<file path="config.mk">
export PLATFORM = sky130hd
export DESIGN_NAME = hsn_ram
export DESIGN_NICKNAME = d
export VERILOG_FILES = /design/src/design/hsn_ram.sv
export SDC_FILE = /design/constraint.sdc
export NUM_CORES = 1
export LEC_CHECK = 0
export BUFFER_PORTS_ARGS = -buffer_cell sky130_fd_sc_hd__buf_4
export CELL_PAD_IN_SITES_DETAIL_PLACEMENT = 1
export CELL_PAD_IN_SITES_GLOBAL_PLACEMENT = 2
export CORE_AREA = 2 2 168 170
export CTS_CLUSTER_SIZE = 28
export DETAILED_ROUTE_END_ITERATION = 7
export DIE_AREA = 0 0 170 172
export PLACE_DENSITY_LB_ADDON = 0.1
export SLEW_MARGIN = 30
export SYNTH_ARGS = -nofsm -noshare
export SYNTH_HDL_FRONTEND = slang
export SYNTH_SLANG_ARGS = --single-unit
</file>
<file path="constraint.sdc">
create_clock -name clk -period 8.9 [get_ports clk]
set_clock_uncertainty 0.1 [all_clocks]
set_input_delay 0.445 -clock clk [delete_from_list [all_inputs] [get_ports clk]]
set_output_delay 0.445 -clock clk [all_outputs]
set_load 0.01 [all_outputs]
</file>
<file path="src/design/hsn_ram.sv">
module hsn_ram #(
    parameter int WIDTH = 32,
    parameter int DEPTH = 9
) (
    input  logic                     clk,
    input  logic                     we,
    input  logic [$clog2(DEPTH)-1:0] waddr,
    input  logic [WIDTH-1:0]         wdata,
    input  logic [$clog2(DEPTH)-1:0] raddr,
    output logic [WIDTH-1:0]         rdata
);
    logic [WIDTH-1:0] mem [DEPTH];

    always_ff @(posedge clk)
    begin
        if (we)
        begin
            mem[waddr] <= wdata;
        end
        rdata <= mem[raddr];
    end
endmodule

</file>
==> results.cfg <==
[synth]
synth-seq-cells = 320
synth_area_um2 = 11900
netlist.area_leader.share_pct = 72.7
ys_types = 20
yosysWarnings = 0
synth_fp_nets = 671
synth_cells = 629
seq_area_frac_synth_pct = 78.1
yosysTopAreaCell = edfxtp_1
ys_top_cells_by_area = edfxtp_1 (73%), mux2_2 (6.0%), dfxtp_1 (5.4%), mux2i_1 (5.4%), a22o_1 (2.4%)
syn-mean-instance-area_um2 = 18.9

[sta]
max_freq_mhz = 455
finalCriticalPeriod_ns = 2.20
period_share_pct = 24.7
setup_violations = 0
relSlewSlack_pct = 35.9
setup_ws_ns = 6.70
finalHoldViolations = 0
rsz0062_at_grt = no
worstMarginPinSlew_ns = 0.962
fin_hold_ws_ns = 0.0701
slew_viol_final = 0
setup_tns_ns = 0

[outcome]
run_status = finished clean

[cells_and_area]
area_delta_synth_final_pct = 17.8
antenna_cells = 0
fillers = 2536
layout-drive-gt1-share_pct = 31.2
nets = 761

[setup_path]
crit_arrival_ns = 2.45
r2r_slack_ns = 7.68
cp-end-kind = flip-flop
reg2reg_to = rdata[19]
rr_startpoint = mem[5][19]
worstRegToRegCells = 3
critical_path_peak_fanout = 74
worstSetupStartpointType = input pin
critPathKind = in -> reg
cp_data_required_time_ns = 9.15

[floorplanning]
die_area_um2 = 29200
start_util_pct = 43.3
fp.dieH_um = 172
ioPinCount = 74
core-area_um2 = 27500
row_count = 61
fp.dieW_um = 170

[drt]
initialDrtViolationCount = 390
first_pass_iters = 4
routed_wl_um = 25800
avgViaCountPerCell = 5.49
vias = 5981
drc = 0
wl_per_cell_um = 23.6
antenna_left = 0

[run]
drv_cap = 0

[hold_path]
holdCritStartpoint = wdata[12]
hold-path-endpoint = mem[8][12]
hold_path_class = in -> reg
holdPathStages = 1

[grt]
busiest_layer = met2
grt_pass1_vias = 6522
grt_max_degree = 75
grt_util_all_layers_pct = 18.1
use_met2_pct = 31.9
grt_antenna_before_repair = 0
use_met1_pct = 23.0
overflow = 0
grt_first_pass_wirelength_um = 38700
met3_usage_pct = 3.02

[clock_tree]
cts_tree = built
ctsHoldBuffers = 0
cts_buffer_depth = 3
cts_sinks = 320
cts_root_buf = clkbuf_16
ctsResizeCount = 0
htree_num_levels = 2
clk_latency_ns = 0.51
cts_setup_buffers = 0
cts_buffers = 35
clkTransAtPathRegs_ns = 0.06

[pwr]
irDropWorstVdd_mv = 0.149
p_leak_nw = 4.86
cellPowerDensity_nw_per_um2 = 231

[placed_design]
numPortBuffers = 73
dp_hpwl_um = 13300
place_ws_ns = 6.18
place.gp.congestion = 0.672
synth_stat cells:
cell type	instances
o31ai_2	22
nor2b_1	1
nand2_1	35
mux2i_1	64
mux2_1	1
o22ai_1	32
edfxtp_1	288
mux2_2	63
buf_4	9
dfxtp_1	32
nor2_1	7
nand2b_1	3
clkbuf_1	20
nand3b_1	1
nor4_1	1
nor3_1	2
buf_6	5
o31ai_1	10
a22o_1	32
or3b_2	1
stage by stage:
step | power [mW] | instances | cell area (um^2) | utilization [%]
6_report | 3.24 | 1090 | 14000 | 51.0
3_3_place_gp | 1.89 | 1026 | 12900 | 46.8
3_5_place_dp | 1.90 | 1028 | 12900 | 47.0
4_1_cts | 3.28 | 1090 | 14000 | 51.0
2_1_floorplan | 1.81 | 629 | 11900 | -
5_1_grt | 3.35 | 1090 | 14000 | 51.0
worst max-delay path: stages:
cell     delay [ns]
buf_6          0.48
buf_6          0.73
mux2_2         0.41
o22ai_1        0.21
o31ai_2        0.08
power breakdown:
group / switching [mW] / total (mW) / internal, mW
Clock: 0.549 / 1.38 / 0.826
Combinational: 0.101 / 0.177 / 0.0763
Sequential: 0.0108 / 1.69 / 1.68
Total: 0.661 / 3.24 / 2.58
cell families after synthesis:
group	Yosys count	synth area share, %
AO/OA/AOI/OAI	96	6.98
buffers and inverters	34	1.67
flip-flops	320	78.1
multiplexers	128	11.4
AND/OR/NAND/NOR	51	1.81
how the worst max path moves through the flow:
stage | start | end | slack, ns | cells past startpoint
after CTS | raddr[0] | rdata[23] | 6.73 | 5
after detailed placement | raddr[0] | rdata[23] | 6.18 | 5
final | raddr[0] | rdata[23] | 6.70 | 5
after global placement | raddr[0] | rdata[11] | 5.97 | 5
after floorplan | waddr[1] | mem[8][0] | 4.64 | 1
after global routing | raddr[0] | rdata[26] | 6.59 | 5
state kept, by name, indices dropped and copies added, names as in the netlist:
name / count
rdata: 32
mem: 288
cell usage in the layout, fill, tap and decap left out, drive strengths merged:
cell type  Yosys  final
mux2i         64     64
nand2         35     35
buf           14     87
nor3           2      2
nand3b         1      1
clkinv         0     10
o31ai         32     32
or3b           1      1
nor4           1      1
a22o          32     32
nor2           7      7
o22ai         32     32
bufinv         0      2
nand2b         3      3
nor2b          1      1
mux2          64     64
dfxtp         32     32
clkbuf        20     50
edfxtp       288    288
routing by layer:
layer / wire [um] / vias up / part of all wire, %
li1: - / 2698 / -
met1: 11300 / 3133 / 44
met2: 13100 / 111 / 51
met3: 872 / 39 / 3.4
met4: 481 / 0 / 1.9
met5: 0 / - / 0
final cells by class:
class	count	area, um^2	area share, %
Clock inverter	12	105	0.750
Timing Repair Buffer	87	701	5.00
Multi-Input combinational cell	275	2500	17.8
Clock buffer	50	985	7.03
Tap cell	346	433	3.09
Sequential cell	320	9290	66.3
No activity file was read; power rests on OpenSTA's default activity.
